===== src/design/cartridge_bank_mapper_scanline_irq_defines.svh =====
// ---------------------------------------------------------------------------
// Cartridge mapper assertion macros
// Shared assertion forms for the cartridge mapper RTL.
// ---------------------------------------------------------------------------
`ifndef CARTRIDGE_BANK_MAPPER_SCANLINE_IRQ_DEFINES_SVH
`define CARTRIDGE_BANK_MAPPER_SCANLINE_IRQ_DEFINES_SVH

// Same-cycle implication, disabled while reset is high.
`define CBMSI_ASSERT_NOW(label, clk, rst, ante, cons, msg) \
   label: assert property (@(posedge clk) disable iff (rst) (ante) |-> (cons)) else $error(msg);

// Next-cycle implication, disabled while reset is high.
`define CBMSI_ASSERT_NEXT(label, clk, rst, ante, cons, msg) \
   label: assert property (@(posedge clk) disable iff (rst) (ante) |=> (cons)) else $error(msg);

`endif


===== src/design/cbmsi_pkg.sv =====
// ---------------------------------------------------------------------------
// Cartridge mapper package
// Types, codes and reset constants shared by the mapper modules.
// ---------------------------------------------------------------------------
package cbmsi_pkg;

   // Default bank-count limits.
   localparam int PRG_BANK_BITS_MAX_DEF = 6;
   localparam int CHR_BANK_BITS_MAX_DEF = 8;

   // Event codes.
   localparam logic [2:0] OP_CPU_RD   = 3'd0;
   localparam logic [2:0] OP_CPU_WR   = 3'd1;
   localparam logic [2:0] OP_PPU_RD   = 3'd2;
   localparam logic [2:0] OP_PPU_WR   = 3'd3;
   localparam logic [2:0] OP_SCANLINE = 3'd4;

   // Target memory codes.
   localparam logic [1:0] TGT_NONE    = 2'd0;
   localparam logic [1:0] TGT_PRG_ROM = 2'd1;
   localparam logic [1:0] TGT_PRG_RAM = 2'd2;
   localparam logic [1:0] TGT_CHR     = 2'd3;

   // Configuration register indexes.
   localparam logic [2:0] CSR_PRG_BANK_BITS      = 3'd0;
   localparam logic [2:0] CSR_CHR_BANK_BITS      = 3'd1;
   localparam logic [2:0] CSR_HAS_WORK_RAM       = 3'd2;
   localparam logic [2:0] CSR_CHR_WRITABLE       = 3'd3;
   localparam logic [2:0] CSR_INITIAL_HORIZONTAL = 3'd4;

   // Address map.
   localparam logic [15:0] CPU_RAM_BASE = 16'h6000;
   localparam logic [15:0] CPU_ROM_BASE = 16'h8000;
   localparam logic [15:0] PPU_CHR_TOP  = 16'h2000;

   // Register write regions within 0x8000-0xFFFF, from address bits 14:13.
   localparam logic [1:0] REG_BANK   = 2'd0;
   localparam logic [1:0] REG_MIRROR = 2'd1;
   localparam logic [1:0] REG_IRQ    = 2'd2;
   localparam logic [1:0] REG_ENABLE = 2'd3;

   // Reset values.
   localparam logic [2:0]      PRG_BANK_BITS_RESET = 3'd5;
   localparam logic [3:0]      CHR_BANK_BITS_RESET = 4'd8;
   localparam logic [7:0]      RAM_PROTECT_RESET   = 8'h80;
   localparam logic [7:0][7:0] BANK_REGS_RESET     =
      {8'd1, 8'd0, 8'd5, 8'd4, 8'd3, 8'd2, 8'd1, 8'd0};

   typedef struct packed {
      logic [2:0]  opcode;
      logic [15:0] bus_address;
      logic [7:0]  write_data;
   } cbmsi_req_type;

   typedef struct packed {
      logic [1:0]  target;
      logic [18:0] mem_offset;
      logic        mem_write;
      logic        irq_out;
      logic        mirror_horizontal;
   } cbmsi_rsp_type;

   // Mapper state that the address translation looks at.
   typedef struct packed {
      logic [7:0]      bank_ctrl;
      logic [7:0][7:0] bank_regs;
      logic [7:0]      ram_protect;
      logic [2:0]      prg_bank_bits;
      logic [3:0]      chr_bank_bits;
      logic            has_work_ram;
      logic            chr_writable;
   } xlate_state_type;

   typedef struct packed {
      logic [1:0]  target;
      logic [18:0] mem_offset;
      logic        mem_write;
   } xlate_result_type;

endpackage


===== src/design/cbmsi_xlate.sv =====
// ---------------------------------------------------------------------------
// Cartridge mapper address translation
// Maps one bus event onto a target memory, byte offset and write strobe.
// ---------------------------------------------------------------------------
module cbmsi_xlate import cbmsi_pkg::*; #(
   parameter int MAX_PRG_BANK_BITS = PRG_BANK_BITS_MAX_DEF,
   parameter int MAX_CHR_BANK_BITS = CHR_BANK_BITS_MAX_DEF
) (
   input  logic [2:0]       opcode,
   input  logic [15:0]      bus_address,
   input  xlate_state_type  cur_state,
   output xlate_result_type result
);

   localparam int PB = MAX_PRG_BANK_BITS;
   localparam int CB = MAX_CHR_BANK_BITS;

   logic [3:0]    prg_bits_eff;
   logic [3:0]    chr_bits_eff;
   logic [PB-1:0] prg_mask;
   logic [CB-1:0] chr_mask;
   logic [PB-1:0] prg_pick;
   logic [PB-1:0] prg_bank;
   logic [31:0]   prg_off_wide;
   logic [12:0]   chr_a;
   logic [2:0]    chr_idx;
   logic [7:0]    chr_reg;
   logic [7:0]    chr_raw;
   logic [CB-1:0] chr_bank;
   logic [10:0]   chr_low;
   logic [31:0]   chr_off_wide;
   logic          ram_on;
   logic          in_ram;
   logic          in_rom;
   logic          in_chr;

   // Bank counts saturate at the supported maximum.
   always_comb begin
      prg_bits_eff = (4'(cur_state.prg_bank_bits) > 4'(PB)) ? 4'(PB)
                                                            : 4'(cur_state.prg_bank_bits);
      chr_bits_eff = (cur_state.chr_bank_bits > 4'(CB)) ? 4'(CB) : cur_state.chr_bank_bits;
      for (int i = 0; i < PB; i++) begin
         prg_mask[i] = (4'(i) < prg_bits_eff);
      end
      for (int i = 0; i < CB; i++) begin
         chr_mask[i] = (4'(i) < chr_bits_eff);
      end
   end

   // PRG banking: the last bank is fixed, the second to last swaps with R6.
   always_comb begin
      unique case (bus_address[14:13])
         2'd0: begin
            prg_pick = cur_state.bank_ctrl[6] ? (prg_mask & ~PB'(1))
                                              : cur_state.bank_regs[6][PB-1:0];
         end
         2'd1: begin
            prg_pick = cur_state.bank_regs[7][PB-1:0];
         end
         2'd2: begin
            prg_pick = cur_state.bank_ctrl[6] ? cur_state.bank_regs[6][PB-1:0]
                                              : (prg_mask & ~PB'(1));
         end
         default: begin
            prg_pick = prg_mask;
         end
      endcase
      prg_bank     = prg_pick & prg_mask;
      prg_off_wide = {{(32 - PB - 13){1'b0}}, prg_bank, bus_address[12:0]};
   end

   // CHR banking: two 2KB banks in one half and four 1KB banks in the other.
   always_comb begin
      chr_a        = bus_address[12:0] ^ {cur_state.bank_ctrl[7], 12'b0};
      chr_idx      = chr_a[12] ? (3'd2 + {1'b0, chr_a[11:10]}) : {2'b00, chr_a[11]};
      chr_reg      = cur_state.bank_regs[chr_idx];
      chr_raw      = chr_a[12] ? chr_reg : {chr_reg[7:1], 1'b0};
      chr_bank     = chr_raw[CB-1:0] & chr_mask;
      chr_low      = chr_a[12] ? {1'b0, chr_a[9:0]} : chr_a[10:0];
      chr_off_wide = {{(32 - CB - 10){1'b0}}, chr_bank, 10'b0} + {21'b0, chr_low};
   end

   always_comb begin
      ram_on = cur_state.has_work_ram & cur_state.ram_protect[7];
      in_ram = (bus_address >= CPU_RAM_BASE) && (bus_address < CPU_ROM_BASE);
      in_rom = (bus_address >= CPU_ROM_BASE);
      in_chr = (bus_address < PPU_CHR_TOP);

      result.target     = TGT_NONE;
      result.mem_offset = '0;
      result.mem_write  = 1'b0;

      unique case (opcode)
         OP_CPU_RD: begin
            if (in_ram && ram_on) begin
               result.target     = TGT_PRG_RAM;
               result.mem_offset = {6'b0, bus_address[12:0]};
            end else if (in_rom) begin
               result.target     = TGT_PRG_ROM;
               result.mem_offset = prg_off_wide[18:0];
            end
         end
         OP_CPU_WR: begin
            if (in_ram && ram_on && !cur_state.ram_protect[6]) begin
               result.target     = TGT_PRG_RAM;
               result.mem_offset = {6'b0, bus_address[12:0]};
               result.mem_write  = 1'b1;
            end
         end
         OP_PPU_RD: begin
            if (in_chr) begin
               result.target     = TGT_CHR;
               result.mem_offset = chr_off_wide[18:0];
            end
         end
         OP_PPU_WR: begin
            if (in_chr && cur_state.chr_writable) begin
               result.target     = TGT_CHR;
               result.mem_offset = chr_off_wide[18:0];
               result.mem_write  = 1'b1;
            end
         end
         default: begin
         end
      endcase
   end

endmodule


===== src/design/cartridge_bank_mapper_scanline_irq.sv =====
// ---------------------------------------------------------------------------
// Cartridge bank mapper with scanline IRQ counter
// Register decode, bank translation and scanline interrupt for one cartridge.
// ---------------------------------------------------------------------------
// Usage: each req beat carries one bus event (CPU read or write, PPU read or
// write, or one filtered A12 scanline clock). Each event gives exactly one rsp
// beat with the target memory, byte offset, write strobe, the IRQ level and
// the mirroring after the event. The csr channel sets the cartridge geometry;
// it is always ready and must be written only while no events are in flight;
// the block does not enforce this. The event is captured in an input register
// at acceptance and its result is then registered in the output register.
// Throughput is one event per cycle while rsp_stall is low; the mapper state
// updates as an event moves from the input register to the output register,
// so the next event always sees the state left by the one before it.
// When rsp_stall is high the output register holds its beat and the input
// register holds its event; req_stall rises only when both are full, so one
// more event is still taken while a finished result waits.
// Synchronous reset restores all configuration and mapper state to the
// power-on values, with mirroring vertical. A write to initial_horizontal is
// accepted but, since reset also returns it to vertical, never shows.
// ---------------------------------------------------------------------------
module cartridge_bank_mapper_scanline_irq import cbmsi_pkg::*; #(
   parameter int MAX_PRG_BANK_BITS = PRG_BANK_BITS_MAX_DEF,
   parameter int MAX_CHR_BANK_BITS = CHR_BANK_BITS_MAX_DEF
) (
   input  logic          clock,
   input  logic          reset,
   // Event channel.
   input  logic          req_valid,
   output logic          req_stall,
   input  cbmsi_req_type req_item,
   // Result channel.
   output logic          rsp_valid,
   input  logic          rsp_stall,
   output cbmsi_rsp_type rsp_item,
   // Configuration write channel.
   input  logic          csr_valid,
   output logic          csr_ready,
   input  logic [2:0]    csr_index,
   input  logic [3:0]    csr_wdata
);

`include "cartridge_bank_mapper_scanline_irq_defines.svh"

   // Pipeline registers.
   logic          s1_valid_ff;
   cbmsi_req_type s1_item_ff;
   logic          rsp_valid_ff;
   cbmsi_rsp_type rsp_item_ff;
   cbmsi_rsp_type rsp_item_in;
   logic          out_free;
   logic          s1_move;

   // Configuration.
   logic [2:0] prg_bank_bits_ff;
   logic [3:0] chr_bank_bits_ff;
   logic       has_work_ram_ff;
   logic       chr_writable_ff;

   // Mapper state and its next values.
   logic [7:0]      bank_ctrl_ff, bank_ctrl_in;
   logic [7:0][7:0] bank_regs_ff, bank_regs_in;
   logic            mirroring_ff, mirroring_in;
   logic [7:0]      ram_protect_ff, ram_protect_in;
   logic [7:0]      irq_latch_ff, irq_latch_in;
   logic [7:0]      irq_count_ff, irq_count_in;
   logic            irq_reload_ff, irq_reload_in;
   logic            irq_enable_ff, irq_enable_in;
   logic            irq_pending_ff, irq_pending_in;

   xlate_state_type  xl_state;
   xlate_result_type xl_result;

   // The output register frees when empty or when its beat is taken. The
   // input register advances whenever the output register can take it.
   assign out_free  = !rsp_valid_ff || !rsp_stall;
   assign s1_move   = s1_valid_ff && out_free;
   assign req_stall = s1_valid_ff && !out_free;
   assign rsp_valid = rsp_valid_ff;
   assign rsp_item  = rsp_item_ff;
   assign csr_ready = 1'b1;

   always_ff @(posedge clock) begin
      if (reset) begin
         s1_valid_ff <= 1'b0;
      end else if (!req_stall) begin
         s1_valid_ff <= req_valid;
      end
   end

   always_ff @(posedge clock) begin
      if (req_valid && !req_stall) begin
         s1_item_ff <= req_item;
      end
   end

   always_ff @(posedge clock) begin
      if (reset) begin
         rsp_valid_ff <= 1'b0;
      end else if (s1_move) begin
         rsp_valid_ff <= 1'b1;
      end else if (!rsp_stall) begin
         rsp_valid_ff <= 1'b0;
      end
   end

   always_ff @(posedge clock) begin
      if (s1_move) begin
         rsp_item_ff <= rsp_item_in;
      end
   end

   // Configuration writes. The initial mirroring register has no effect
   // until a reset, and reset itself restores it to vertical, so it is not
   // kept.
   always_ff @(posedge clock) begin
      if (reset) begin
         prg_bank_bits_ff <= PRG_BANK_BITS_RESET;
         chr_bank_bits_ff <= CHR_BANK_BITS_RESET;
         has_work_ram_ff  <= 1'b1;
         chr_writable_ff  <= 1'b0;
      end else if (csr_valid && csr_ready) begin
         unique case (csr_index)
            CSR_PRG_BANK_BITS: begin
               prg_bank_bits_ff <= csr_wdata[2:0];
            end
            CSR_CHR_BANK_BITS: begin
               chr_bank_bits_ff <= csr_wdata;
            end
            CSR_HAS_WORK_RAM: begin
               has_work_ram_ff <= csr_wdata[0];
            end
            CSR_CHR_WRITABLE: begin
               chr_writable_ff <= csr_wdata[0];
            end
            CSR_INITIAL_HORIZONTAL: begin
            end
            default: begin
            end
         endcase
      end
   end

   always_comb begin
      xl_state.bank_ctrl     = bank_ctrl_ff;
      xl_state.bank_regs     = bank_regs_ff;
      xl_state.ram_protect   = ram_protect_ff;
      xl_state.prg_bank_bits = prg_bank_bits_ff;
      xl_state.chr_bank_bits = chr_bank_bits_ff;
      xl_state.has_work_ram  = has_work_ram_ff;
      xl_state.chr_writable  = chr_writable_ff;
   end

   cbmsi_xlate #(
      .MAX_PRG_BANK_BITS (MAX_PRG_BANK_BITS),
      .MAX_CHR_BANK_BITS (MAX_CHR_BANK_BITS)
   ) u_xlate (
      .opcode      (s1_item_ff.opcode),
      .bus_address (s1_item_ff.bus_address),
      .cur_state   (xl_state),
      .result      (xl_result)
   );

   // Register writes and the scanline counter. State changes only when the
   // event in the input register moves on to the output register.
   always_comb begin
      bank_ctrl_in   = bank_ctrl_ff;
      bank_regs_in   = bank_regs_ff;
      mirroring_in   = mirroring_ff;
      ram_protect_in = ram_protect_ff;
      irq_latch_in   = irq_latch_ff;
      irq_count_in   = irq_count_ff;
      irq_reload_in  = irq_reload_ff;
      irq_enable_in  = irq_enable_ff;
      irq_pending_in = irq_pending_ff;

      if (s1_move) begin
         unique case (s1_item_ff.opcode)
            OP_CPU_WR: begin
               if (s1_item_ff.bus_address >= CPU_ROM_BASE) begin
                  // Even addresses pick the first register of each pair.
                  unique case (s1_item_ff.bus_address[14:13])
                     REG_BANK: begin
                        if (!s1_item_ff.bus_address[0]) begin
                           bank_ctrl_in = s1_item_ff.write_data;
                        end else begin
                           bank_regs_in[bank_ctrl_ff[2:0]] = s1_item_ff.write_data;
                        end
                     end
                     REG_MIRROR: begin
                        if (!s1_item_ff.bus_address[0]) begin
                           mirroring_in = s1_item_ff.write_data[0];
                        end else begin
                           ram_protect_in = s1_item_ff.write_data;
                        end
                     end
                     REG_IRQ: begin
                        if (!s1_item_ff.bus_address[0]) begin
                           irq_latch_in = s1_item_ff.write_data;
                        end else begin
                           irq_count_in  = 8'd0;
                           irq_reload_in = 1'b1;
                        end
                     end
                     default: begin
                        if (!s1_item_ff.bus_address[0]) begin
                           irq_enable_in  = 1'b0;
                           irq_pending_in = 1'b0;
                        end else begin
                           irq_enable_in = 1'b1;
                        end
                     end
                  endcase
               end
            end
            OP_SCANLINE: begin
               // Reload on zero or on request, otherwise count down; an
               // enabled counter that ends at zero raises the interrupt.
               if ((irq_count_ff == 8'd0) || irq_reload_ff) begin
                  irq_count_in  = irq_latch_ff;
                  irq_reload_in = 1'b0;
               end else begin
                  irq_count_in = irq_count_ff - 8'd1;
               end
               if ((irq_count_in == 8'd0) && irq_enable_ff) begin
                  irq_pending_in = 1'b1;
               end
            end
            default: begin
            end
         endcase
      end

      rsp_item_in.target            = xl_result.target;
      rsp_item_in.mem_offset        = xl_result.mem_offset;
      rsp_item_in.mem_write         = xl_result.mem_write;
      rsp_item_in.irq_out           = irq_pending_in;
      rsp_item_in.mirror_horizontal = mirroring_in;
   end

   always_ff @(posedge clock) begin
      if (reset) begin
         bank_ctrl_ff   <= 8'd0;
         bank_regs_ff   <= BANK_REGS_RESET;
         mirroring_ff   <= 1'b0;
         ram_protect_ff <= RAM_PROTECT_RESET;
         irq_latch_ff   <= 8'd0;
         irq_count_ff   <= 8'd0;
         irq_reload_ff  <= 1'b0;
         irq_enable_ff  <= 1'b0;
         irq_pending_ff <= 1'b0;
      end else begin
         bank_ctrl_ff   <= bank_ctrl_in;
         bank_regs_ff   <= bank_regs_in;
         mirroring_ff   <= mirroring_in;
         ram_protect_ff <= ram_protect_in;
         irq_latch_ff   <= irq_latch_in;
         irq_count_ff   <= irq_count_in;
         irq_reload_ff  <= irq_reload_in;
         irq_enable_ff  <= irq_enable_in;
         irq_pending_ff <= irq_pending_in;
      end
   end

   // An event held back by a stalled output must still be there next cycle.
   `CBMSI_ASSERT_NEXT(a_held_event_kept, clock, reset,
                      s1_valid_ff && !out_free, s1_valid_ff,
                      "held event was dropped")

   // An event leaving the input register always shows up as a result beat.
   `CBMSI_ASSERT_NEXT(a_move_gives_beat, clock, reset,
                      s1_move, rsp_valid_ff,
                      "moved event gave no result beat")

   // A pending interrupt clears only through reset or a CPU register write.
   `CBMSI_ASSERT_NOW(a_irq_clear_source, clock, reset,
                     $fell(irq_pending_ff),
                     $past(reset) || ($past(s1_move) &&
                                      ($past(s1_item_ff.opcode) == OP_CPU_WR)),
                     "pending interrupt cleared without a register write")

endmodule

===== config.mk =====
export PLATFORM = sky130hd
export DESIGN_NAME = cartridge_bank_mapper_scanline_irq
export DESIGN_NICKNAME = d
export VERILOG_FILES = /design/src/design/cbmsi_pkg.sv /design/src/design/cbmsi_xlate.sv /design/src/design/cartridge_bank_mapper_scanline_irq.sv
export VERILOG_INCLUDE_DIRS = /design/src /design/src/design
export SDC_FILE = /design/constraint.sdc
export NUM_CORES = 1
export LEC_CHECK = 0
export BUFFER_PORTS_ARGS = -buffer_cell sky130_fd_sc_hd__buf_2
export CORE_ASPECT_RATIO = 0.9
export CORE_MARGIN = 2
export CORE_UTILIZATION = 30
export DETAILED_ROUTE_END_ITERATION = 10
export GPL_TIMING_DRIVEN = 0
export PLACE_DENSITY = 0.44
export SYNTH_ARGS = -nofsm -noshare
export SYNTH_HDL_FRONTEND = slang
export SYNTH_SLANG_ARGS = --single-unit

===== constraint.sdc =====
create_clock -name clock -period 3.8 [get_ports clock]
set_clock_uncertainty 0.15 [all_clocks]
set_input_delay 0.19 -clock clock [delete_from_list [all_inputs] [get_ports clock]]
set_output_delay 0.19 -clock clock [all_outputs]
set_load 0.005 [all_outputs]

# Word-level counts from Yosys, hierarchy flattened
# Index checks and enable logic that the tools add are counted.
[op_classes]
n_reduce_logical = 34
n_mux = 46
n_eq_ne = 14
bitwise = 6
order_cmp = 23
n_addsub = 3
[op_table]
columns = ["operator", "count"]
rows = [
  ["$pmux W21 S4", 1],
  ["$bwmux W64", 1],
  ["$mux W8", 8],
  ["$mux W22", 2],
  ["$mux W21", 2],
  ["$reduce_and A5 Y1", 5],
  ["$bmux W8 S3", 1],
  ["$demux W8 S3", 1],
  ["$lt A3 B4 Y1 const A", 6],
  ["$mux W20", 1],
  ["$add A18 B11 Y19", 1],
  ["$mux W1", 18],
  ["$pmux W6 S3", 1],
  ["$ge A16 B15 Y1 const B", 1],
  ["$ge A16 B16 Y1 const B", 1],
  ["$logic_not A8 Y1", 2],
  ["$lt A1 B4 Y1 const A", 4],
  ["$lt A16 B14 Y1 const B", 1],
  ["$lt A16 B16 Y1 const B", 1],
  ["$lt A2 B4 Y1 const A", 4],
  ["$pmux W8 S2", 1],
  ["$xor A13 B13 Y13", 1],
  ["$eq A3 B2 Y1 const B", 4],
  ["$mux W6", 2],
  ["other kinds (30)", 56],
]
[word_totals]
in_bits = 39
wordCells = 156
reg_bits = 162
out_inout_bits = 27

# Logic depth before layout (Yosys ltp)
[depth]
word_depth = 10
depth_mapped = 12
depth_no_buf = 10

# Hierarchy
# From an unflattened synthesis, not the netlist that was laid out.
[unflattened]
cells_unflattened = 679
hier_area_um2 = 7180.6
[by_module_without_submodules]
columns = ["mod", "cells_each", "seq_area_each_um2", "n_inst", "area_per_inst_um2"]
rows = [
  ["cartridge_bank_mapper_scanline_irq", 525, 3753.6, 1, 6070.8],
  ["cbmsi_xlate", 154, 0.0, 1, 1109.8],
]

# Worst setup path after synthesis
# No wires, ideal clock.
[synth_timing]
path_kind = "reg2reg"
start = "reg s1_item_ff[20] (netlist name)"
end = "reg rsp_item_ff (netlist bit rsp_item[20]) (data pin)"
synth_period_minus_slack_ns = 3.109
arrival_time_ns = 2.823
required_time_ns = 3.515
setup_ns = 0.135
stages_incl_launch_ff = 11
setup_slack_ns = 0.691
path_buffers = 1
path_cell_list = "edfxtp_1 xor2_2 a311oi_1 a2111oi_0 ha_1 inv_1 a211oi_1 or4b_1 buf_2 or4b_1 nand3_1"
[synth_between]
elab_chain_len = 9
elab_cells_between_ends = 20
cone_classes = "1 x add/sub; 4 x order compare; 10 x mux; 2 x bitwise; 3 x reduce/logical"
[synth_rtl]
columns = ["item", "line_no", "source"]
rows = [
  ["start: declaration", "cartridge_bank_mapper_scanline_irq.sv:47", "cbmsi_req_type s1_item_ff;"],
  ["start signal: assignment", "cartridge_bank_mapper_scanline_irq.sv:93", "s1_item_ff <= req_item;"],
  ["$xor A13 B13 Y13", "cbmsi_xlate.sv:74", "chr_a = bus_address[12:0] ^ {cur_state.bank_ctrl[7], 12'b0};"],
  ["$mux W3", "cbmsi_xlate.sv:75", "chr_idx = chr_a[12] ? (3'd2 + {1'b0, chr_a[11:10]}) : {2'b00, chr_a[11]};"],
  ["$bmux W8 S3", "cbmsi_xlate.sv:76", "chr_reg = cur_state.bank_regs[chr_idx];"],
  ["$mux W8 (not written as such)", "cbmsi_xlate.sv:76", ""],
  ["$mux W1", "cbmsi_xlate.sv:77", "chr_raw = chr_a[12] ? chr_reg : {chr_reg[7:1], 1'b0};"],
  ["$and A8 B8 Y8", "cbmsi_xlate.sv:78", "chr_bank = chr_raw[CB-1:0] & chr_mask;"],
  ["$add A18 B11 Y19", "cbmsi_xlate.sv:80", "chr_off_wide = {{(32 - CB - 10){1'b0}}, chr_bank, 10'b0} + {21'b0, chr_low};"],
  ["$mux W22 / $mux W21 (equally long branches)", "cbmsi_xlate.sv:117, cbmsi_xlate.sv:111", ""],
  ["$pmux W21 S4 *", "cbmsi_xlate.sv:93", "unique case (opcode)"],
  ["end signal: assignment", "cartridge_bank_mapper_scanline_irq.sv:109", "rsp_item_ff <= rsp_item_in;"],
  ["end: declaration", "cartridge_bank_mapper_scanline_irq.sv:49", "cbmsi_rsp_type rsp_item_ff;"],
]
# Mark *: on every way between the ends. The rest lies on a longest branch, timed or not. The select of a mux whose other input is x is not followed.
# A chain may end at the register's enable or synchronous reset.

# Worst setup path in the final report
[layout_timing]
start = "reg bank_ctrl_ff[7]"
end = "reg rsp_item_ff (netlist bit rsp_item[20]) (data pin)"
[layout_between]
elab_chain_len = 9
elab_cells_between_ends = 11
cone_classes = "1 x add/sub; 8 x mux; 2 x bitwise"
[layout_rtl]
columns = ["item", "line_no", "source"]
rows = [
  ["start: declaration", "cartridge_bank_mapper_scanline_irq.sv:61", "logic [7:0] bank_ctrl_ff, bank_ctrl_in;"],
  ["start signal: assignment", "cartridge_bank_mapper_scanline_irq.sv:253", "bank_ctrl_ff <= bank_ctrl_in;"],
  ["$xor A13 B13 Y13 *", "cbmsi_xlate.sv:74", ""],
  ["$mux W3", "cbmsi_xlate.sv:75", ""],
  ["$bmux W8 S3", "cbmsi_xlate.sv:76", ""],
  ["$mux W8 (not written as such)", "cbmsi_xlate.sv:76", ""],
  ["$mux W1", "cbmsi_xlate.sv:77", ""],
  ["$and A8 B8 Y8", "cbmsi_xlate.sv:78", ""],
  ["$add A18 B11 Y19 *", "cbmsi_xlate.sv:80", ""],
  ["$mux W22 / $mux W21 (equally long branches)", "cbmsi_xlate.sv:117, cbmsi_xlate.sv:111", ""],
  ["$pmux W21 S4 *", "cbmsi_xlate.sv:93", ""],
]
# Marked as above.

==> results <==
- For this run, the leading register cell type out of synthesis is dfxtp_1.
- The die extent in y is 144.9 um.
- The count of clock tree sinks is 147.
- Summed over all cells, the static leakage comes to 3.124 nW.
- The count of nets left with antenna violations once routing finished came out at 0.
- The clock period could shrink to 3.490 ns.
- The antenna diode instance count is 0.
- After detailed routing, the number of remaining DRC violations is 0.
- The depth of the worst register-to-register path is 10.
- From synthesis to final layout, the design area changed by 24.93%.
- The multiplexer area fraction after synthesis is 16.10%.
- The share of async-settable or async-resettable flops after synthesis is 0%.
- For this run, the post-layout net count is 769.
- The horizontal die dimension is 160.5 um.
- Setup repair after global routing left no endpoint under its margin.
- After synthesis, the cell types taking the most area are dfxtp_1 29%, edfxtp_1 23%, mux2i_1 11%, nor2_1 5.7%, mux2_2 2.4%.
- The row count is 51.
- The critical path startpoint category is a flip-flop.
- After global routing the overflow that remains totals 0.
- After detailed routing, the average wire length per cell comes to 16.89 um.
- The area enclosed by the die boundary is 0.02325 sq mm.
- The worst slack at placement is 0.1250 ns.
- The mean instance size in the synthesized netlist is 10.84 sq um.
- Setup slack closes at 0.3095 ns.
- The congestion estimate from routability-driven global placement came to 0.8015.
- The global router's overall resource usage is 15.58%.
- The signal on the critical path passes through xor2_4 -> a311oi_1 -> a2111oi_0 -> ha_1 -> inv_1 -> a211oi_1 -> or4b_1 -> buf_2 -> or4b_1 -> nand3_1.
- At the pin with the least slew margin, the transition time is 1.123 ns.
- The final cell area excluding filler cells is 0.008263 sq mm.
- The worst-path cell with the longest stage delay is dfxtp_1.
- The CTS clock-pin slew for the worst setup and hold paths is 0.06 ns.
- Fill cells in the final layout number 2121.
- The critical path is of the reg -> reg type.
- The worst slew slack as a fraction of its limit is 24.68%.
- TritonCTS built the clock tree.
- For this design the top-level I/O count stands at 66.
- The power per cell area is 434.3 mW/mm^2.
- The H-tree level count is 4.
- The initial cell density of the core is 30.57%.
- Setup violations remaining at the end of the flow were counted as 0.
- Of the cells placed in the final design, the portion with a size suffix greater than 1 is 18.40%.
- Summing the areas of all and, or, nand and nor instances in the mapped netlist gives 16.76% of the synthesized area.
- Based on the critical path, the design can be clocked at up to 286.5 MHz.
- The number of antenna violations at the first check in global routing was 0.
- The flow ran to the end, and the final reports show no timing, DRC or antenna violations.
- The first-pass GRT wire length is 27530 um.
- The cell accounting for the most synthesized area is dfxtp_1.
- The required time of the critical path is 3.93 ns.
- The number of warnings printed during yosys synthesis is 0.
- Synthesis instantiated 70 different standard cells from the library.
- The number of hold violations in the final report is 0.
- The max capacitance violation total is 0.
- The fraction of synthesized cell area in xor and xnor cells is 1.173%.
- Clock tree synthesis selected as its root buffer the cell clkbuf_16.
- The number of buffers inserted by port buffering is 63.
- The proportion of synthesized chip area in sequential cells is 52.21%.
- In the layout the commonest cells are 100 x nor2_1, 96 x dfxtp_1, 73 x mux2i_1.
- The synthesized netlist net count is 653.
- The critical path startpoint is bank_ctrl_ff[7].
- The synthesized cell area is 0.006614 sq mm.
- The largest family of logic cells by synthesized area is simple AND/OR/NAND/NOR gates.
- The first routing iteration left 250 violations.
- The most frequent standard cell in the layout excluding fill and tap cells is nor2_1.
- The area after detailed placement is 0.007301 sq mm.
- The synthesized netlist devotes 0.7567% of its cell area to adder and majority cells.
- Across the VDD grid, the largest voltage drop is 0.2926 mV.
- The critical path arrival is 3.62 ns.
- Buffers inserted during clock tree synthesis total 17.
- Summing the areas of all compound-gate instances in the mapped netlist gives 9.591% of the synthesized area.
- The count of flip-flops with a built-in enable after synthesis is 51.
- Across all register-to-register paths, the minimum setup slack is 0.31 ns.
- The largest buffer count on any clock path is 2.
- The number of setup buffers added after CTS is 0.
- The final HPWL from detailed placement is 12140 um.
- The number of pins with negative max-slew slack in the final report came to 0.
- The first detailed-routing pass ran for 5 iterations.
- The number of global-route vias before repair is 5012.
- The worst setup path is captured at a flip-flop.
- The area fraction of the dominant cell type after synthesis is 29.06%.
- The cell that appears most often on the critical path is or4b_1.
- The clock latency on the worst-skew pair is 0.43 ns.
- The number of cells produced by synthesis is 610.
- The delay of the slowest cell on the worst path is 0.52 ns.
- In this run the standard cell core region covers 0.02163 sq mm.
- The largest driver fanout on the critical path is 8.
- Entering global routing, the biggest net connects 31 pins.
- After routing, the total negative slack on setup checks comes to 0 ns.
- The share of the clock period used by the worst path is 91.85%.
- The number of vias per cell after detailed routing is 4.823.
- The path class of the lowest-slack min-delay path is in -> reg.
- Counting flops and latches in the post-synthesis netlist gives 147.
- The total detailed-routing wirelength is 17390 um.
- In this run the critical register-to-register path is captured at rsp_item[20].
- In this run the critical register-to-register path is launched from bank_ctrl_ff[7].
- The end point of the critical path is rsp_item[20].
- The via count is 4968.
through the flow:
step / util [%] / hold WS [ns] / power [mW] / instances
2_1_floorplan: - / 0.1389 / 1.808 / 610
3_3_place_gp: 33.72 / 0.2161 / 1.892 / 964
3_5_place_dp: 33.75 / 0.2181 / 1.893 / 964
4_1_cts: 38.15 / 0.01210 / 3.640 / 1030
5_1_grt: 38.20 / 0.03949 / 3.721 / 1030
6_report: 38.20 / 0.01666 / 3.589 / 1030
state kept, by name (all words and copies together), names as in the netlist:
signal            flops
has_work_ram_ff       1
rsp_item             24
bank_ctrl_ff          5
rsp_valid             1
s1_valid_ff           1
irq_reload_ff         1
chr_writable_ff       1
irq_count_ff          8
irq_pending_ff        1
irq_latch_ff          8
prg_bank_bits_ff      3
ram_protect_ff        2
chr_bank_bits_ff      4
mirroring_ff          1
bank_regs_ff         58
irq_enable_ff         1
s1_item_ff           27
repair_timing:
| action | in CTS | in global routing |
|---|---|---|
| resized for setup | 0 | 1 |
| hold endpoints to repair | 38 | 0 |
| setup endpoints to repair | 0 | 1 |
| hold buffers | 34 | 0 |
Yosys cell counts (4+ instances only):
cell type    n
a211o_1     12
a21oi_1     14
and2_1       5
buf_2        8
clkbuf_1    27
dfxtp_1     96
edfxtp_1    51
ha_1         4
inv_1       13
mux2_2      14
mux2i_1     73
mux4_1       5
nand2_1     21
nand2b_1     7
nand3_1      8
nand4_1      6
nor2_1     100
nor2b_1     23
nor3_1       9
nor3b_1      4
nor4_1       7
nor4b_1      4
o211ai_1     7
o21a_1       5
o21ai_0     10
or4b_1       4
xnor2_1      7
critical path, delay by kind of cell (launching register included):
family / cells / cell delay [ns]
DFF: 1 / 0.52
xor gates and xnor gates: 1 / 0.39
AOI/OAI and AO/OA: 3 / 0.75
adders and majority gates: 1 / 0.25
buffers and inverters: 2 / 0.22
and+or+nand+nor: 3 / 1.04
metal layers:
metal	vias up	track usage (%)	part of all wire (%)
met4	0	4.884	1.1
met5	-	0	0
met3	16	3.619	5.3
met2	110	26.18	47
li1	2452	-	-
met1	2390	20.03	47
where the power goes:
part	total, mW	switching [mW]	internal [mW]
combinational	0.204	0.119	0.0846
clock	1.71	0.668	1.04
sequential	1.68	0.0164	1.66
cell type report:
type	count	area [sq um]	share of cell area [%]
multi-input cells	410	2958	35.80
clock inverters	10	92.59	1.121
inverters	14	52.55	0.6360
clock buffers	22	518.0	6.269
flip-flops and latches	147	3453	41.79
well taps	291	364.1	4.406
plain buffers	39	168.9	2.044
repair buffers	97	655.6	7.935
worst min path at each step:
| stage | start | endpoint | slack (ns) | cells after the start |
|---|---|---|---|---|
| final | csr_index[0] | chr_writable_ff | 0.02 | 4 |
| after global routing | csr_index[0] | chr_writable_ff | 0.04 | 4 |
| after CTS | csr_index[0] | chr_writable_ff | 0.01 | 4 |
| after detailed placement | req_item[23] | s1_item_ff[23] | 0.22 | 1 |
| after global placement | req_item[18] | s1_item_ff[18] | 0.22 | 1 |
| after floorplan | req_item[0] | s1_item_ff[0] | 0.14 | 0 |
cells by family after synthesis:
family / Yosys count
flops: 147
simple gates: 216
fa+ha+maj: 4
buf+inv: 53
xor+xnor: 8
mux: 94
other cells: 1
compound gates: 87
(Power assumes the default switching activity.)
